==> config.mk <==
export PLATFORM = sky130hd
export DESIGN_NAME = swmm_cell
export DESIGN_NICKNAME = d
export VERILOG_FILES = /design/src/hw/rtl/swmm_pkg.sv /design/src/hw/rtl/swmm_cell.sv
export SDC_FILE = /design/constraint.sdc
export NUM_CORES = 1
export LEC_CHECK = 0
export BUFFER_PORTS_ARGS = -buffer_cell sky130_fd_sc_hd__buf_4
export CORE_ASPECT_RATIO = 0.9
export CORE_MARGIN = 2
export CORE_UTILIZATION = 48
export DETAILED_ROUTE_END_ITERATION = 10
export GPL_TIMING_DRIVEN = 0
export PLACE_DENSITY = 0.77
export RECOVER_POWER = 50
export SYNTH_ARGS = -nofsm -noshare
export SYNTH_HDL_FRONTEND = slang
export SYNTH_SLANG_ARGS = --single-unit
==> constraint.sdc <==
create_clock -name i_clk -period 3.2 [get_ports i_clk]
set_input_delay 0.64 -clock i_clk [delete_from_list [all_inputs] [get_ports i_clk]]
set_output_delay 0.64 -clock i_clk [all_outputs]
set_load 0.02 [all_outputs]
==> src/hw/rtl/swmm_pkg.sv <==
// ----------------------------------------------------------------------------
// swmm_pkg
// Shared constants and types for the sliding window min/max filter.
// ----------------------------------------------------------------------------
`default_nettype none

package swmm_pkg;

    localparam int WINDOW_MAX = 64;
    localparam int SAMPLE_W   = 32;
    localparam int WLEN_W     = 7;
    localparam int CNT_W      = $clog2(WINDOW_MAX + 1);
    localparam int LEN_W      = (CNT_W > WLEN_W) ? CNT_W : WLEN_W;
    localparam int CFG_IDX_W  = 2;

    localparam logic [CFG_IDX_W-1:0] CFG_WINDOW_LENGTH = 2'd0;
    localparam logic [CFG_IDX_W-1:0] CFG_EXTREME_MODE  = 2'd1;

    typedef logic signed [SAMPLE_W-1:0] t_sample;

    // Control broadcast to every cell of the window chain
    typedef struct packed {
        logic shift;     // move samples one cell toward the old end
        logic scan;      // advance the running extreme one cell per cycle
        logic want_max;  // 1: keep larger value, 0: keep smaller
    } t_cell_ctrl;

endpackage

`default_nettype wire

==> src/hw/rtl/swmm_cell.sv <==
// ----------------------------------------------------------------------------
// swmm_cell
// One window slot: holds a sample and passes a running extreme to the next.
// ----------------------------------------------------------------------------
`default_nettype none

module swmm_cell (
    input  wire                  i_clk,
    input  swmm_pkg::t_cell_ctrl i_ctrl,
    input  wire                  i_use,    // slot lies inside the window
    input  swmm_pkg::t_sample    i_value,  // sample from the newer neighbor
    output swmm_pkg::t_sample    o_value,
    input  swmm_pkg::t_sample    i_best,   // extreme over the newer slots
    output swmm_pkg::t_sample    o_best
);

    swmm_pkg::t_sample r_value;
    swmm_pkg::t_sample r_best;
    swmm_pkg::t_sample n_best;
    logic              more;

    // Strict compare: on a tie the newer value already in i_best wins
    assign more = i_ctrl.want_max ? (r_value > i_best) : (r_value < i_best);

    always_comb begin
        n_best = (i_use && more) ? r_value : i_best;
    end

    always_ff @(posedge i_clk) begin
        if (i_ctrl.shift) begin
            r_value <= i_value;
        end
        if (i_ctrl.scan) begin
            r_best <= n_best;
        end
    end

    assign o_value = r_value;
    assign o_best  = r_best;

endmodule

`default_nettype wire

==> impl_metrics.json <==
{
  "outcome": "finished with violations",
  "violations": "max-capacitance violations, max-slew violations",
  "switching_power_uw": 596.1,
  "antenna_found_initial": 0,
  "antenna_cells": 0,
  "min_period_over_period": 0.9343,
  "post-dp-hpwl_um": 5475,
  "clock.fmax_mhz": 334.5,
  "combPwrFrac": 0.236,
  "nets": 469,
  "max_slew.worst_pin.slew_ns": 1.906,
  "grt_start_max_net_pins": 33,
  "p_per_area_nw_per_um2": 498.7,
  "num_io_pins": 133,
  "dr.pass1.iters": 4,
  "cts_resized": 0,
  "grt_use_total": 0.2019,
  "cts_sinks": 64,
  "yosys_warnings": 0,
  "slew_viol_final": 66,
  "min_path_type": "in2reg",
  "io_buffers": 132,
  "postRouteWirelength_um": 7225,
  "vias": 2321,
  "yosys-top-cells-area": "edfxtp_1 (60%), ha_1 (13%), mux2_2 (11%)",
  "gr-total-overflow": 0,
  "clkPwrFrac": 0.291,
  "maxSlewHeadroom": -0.2706,
  "syn_inst": 223,
  "start_kind": "flop",
  "ant_nets": 0,
  "grt_pass1_wl_um": 11270,
  "setup.worst_path.class": "reg2reg",
  "p_sw_frac": 0.2672,
  "drive_above_1_share": 0.4799,
  "core_area_um2": 6481,
  "grt_pass1_vias": 2374,
  "p_leak_uw": 0.002021,
  "synth_top_area_frac": 0.6038,
  "yosysTopAreaCell": "edfxtp_1",
  "cts_tree": "built",
  "setup.worst_path.end_class": "flop",
  "die_w_um": 89.84,
  "viasPerCell": 5.013,
  "layout_commonest_cell": "buf_4",
  "synth_fp_nets": 324,
  "fin_util": 0.6902,
  "clockBufferDepth": 2,
  "gp_congestion": 0.7576,
  "crit_arrival_ns": 3.07,
  "layout-area-overhead-vs-synth_pct": 40.53,
  "cts-buffers-inserted": 9,
  "clkLatencyLatePin_ns": 0.33,
  "crit_fanout": 10,
  "ys_seq_area_frac": 0.6038,
  "h-tree-depth": 3,
  "ir_worst_vdd_v": 0.0002782,
  "die-area_um2": 7300,
  "dieHeight_um": 81.26,
  "layout_common_cells": "buf_4 (100), edfxtp_1 (64), inv_1 (33)",
  "p_int_uw": 1635,
  "totalPowerFinal_uw": 2231,
  "finish.instance_area_um2": 4473,
  "cts_root_buf": "clkbuf_8",
  "whs_ns": 0.5009,
  "required_ns": 3.28,
  "first_iter_violations": 136,
  "share_seq_of_total_power": 0.474,
  "drc_errors": 0,
  "hold_viol": 0,
  "syn_avg_cell_area_um2": 14.27,
  "ctsHoldBuffers": 0,
  "maxCapViolCount": 2,
  "finalSetupViolations": 0,
  "num_rows": 28,
  "place_area_um2": 4287,
  "synth_cell_type_count": 27,
  "syn_area_um2": 3183,
  "clk_pin_slew_worst_paths_ns": 0.07,
  "post-cts-setup-buffers": 0,
  "wl_per_cell_um": 15.60,
  "fin_crit_ns": 2.990,
  "rsz0062_at_grt": "false",
  "synth-seq-cells": 64,
  "fin_worst_skew_ns": 0.01025,
  "initial_core_util": 0.4911
}
-- Yosys cell counts --
cell type	count
a211oi_1	1
mux2_2	31
ha_1	32
a221o_1	1
nor4_1	2
a21o_1	1
and3_1	1
nand2b_1	2
mux2i_1	1
mux2_1	1
a31oi_1	1
nor3b_4	1
edfxtp_1	64
nor2b_1	1
nand3b_1	1
nor2_1	4
inv_1	33
nand4_1	8
a21oi_1	15
nand3_1	3
a311oi_1	1
o21ai_0	4
o31ai_1	1
o211ai_1	1
a2111oi_0	1
nand2_1	8
buf_6	3
-- logic make-up after synthesis --
| logic type | count (synthesis) | share of synthesized area |
|---|---|---|
| AO/OA/AOI/OAI | 27 | 0.04993 |
| flip-flops | 64 | 0.6038 |
| adder cells (fa/ha/maj) | 32 | 0.1258 |
| multiplexers | 33 | 0.1164 |
| buffers and inverters | 36 | 0.04953 |
| AND/OR/NAND/NOR | 31 | 0.05464 |
-- layout make-up --
class | count | area (um2)
Inverter | 33 | 123.9
Multi-Input combinational cell | 123 | 1104
Clock buffer | 11 | 131.4
Fill cell | 497 | 2008
Timing Repair Buffer | 134 | 998.5
Tap cell | 90 | 112.6
Clock inverter | 5 | 47.55
Buffer | 3 | 33.78
Sequential cell | 64 | 1922
-- path summary, 6_finish.rpt --
path	slack, ns	cells after the start	start	to
worst max register to register	0.21	9	o_value[14]$_DFFE_PP_	o_best[1]$_DFFE_PP_
worst min register to register	0.62	1	o_value[0]$_DFFE_PP_	o_best[0]$_DFFE_PP_
worst min-delay path	0.50	1	i_value[2]	o_value[2]$_DFFE_PP_
worst max-delay path	0.21	9	o_value[14]$_DFFE_PP_	o_best[1]$_DFFE_PP_
-- through the flow --
| stage | cells | setup slack, ns | setup TNS (ns) |
|---|---|---|---|
| 3_3_place_gp | 445 | -0.06421 | -1.410 |
| 2_1_floorplan | 223 | 0.2837 | 0 |
| 5_1_grt | 463 | 0.01272 | 0 |
| 6_report | 463 | 0.2104 | 0 |
| 4_1_cts | 461 | 0.1559 | 0 |
| 3_5_place_dp | 445 | -0.1222 | -3.008 |
-- power by group through the flow --
| stage | clock network [uW] | logic [uW] | registers (uW) |
|---|---|---|---|
| finish | 649 | 526 | 1060 |
| global route | 700 | 568 | 1070 |
| CTS | 665 | 527 | 1060 |
| detailed placement | 0 | 523 | 1070 |
| global placement | 0 | 511 | 1070 |
| floorplan | 0 | 191 | 1160 |
-- per-layer routing --
layer	wire length (um)	track usage
met2	3714	0.3515
met5	0	0
met1	2943	0.2354
met3	488	0.07699
met4	79	0.06462
-- state kept, by name (all words and copies together), names as in the netlist --
name / count
o_best: 32
o_value: 32
-- worst max-delay path: stages, from the launching register on --
cell	delay (ns)
edfxtp_1	0.44
ha_1	0.36
nand4_1	0.19
nor2_1	0.08
a221o_1	0.33
o31ai_1	0.34
nor2_1	0.12
nor3b_4	0.32
buf_6	0.21
mux2_2	0.37
No activity file was read; power rests on OpenSTA's default activity.
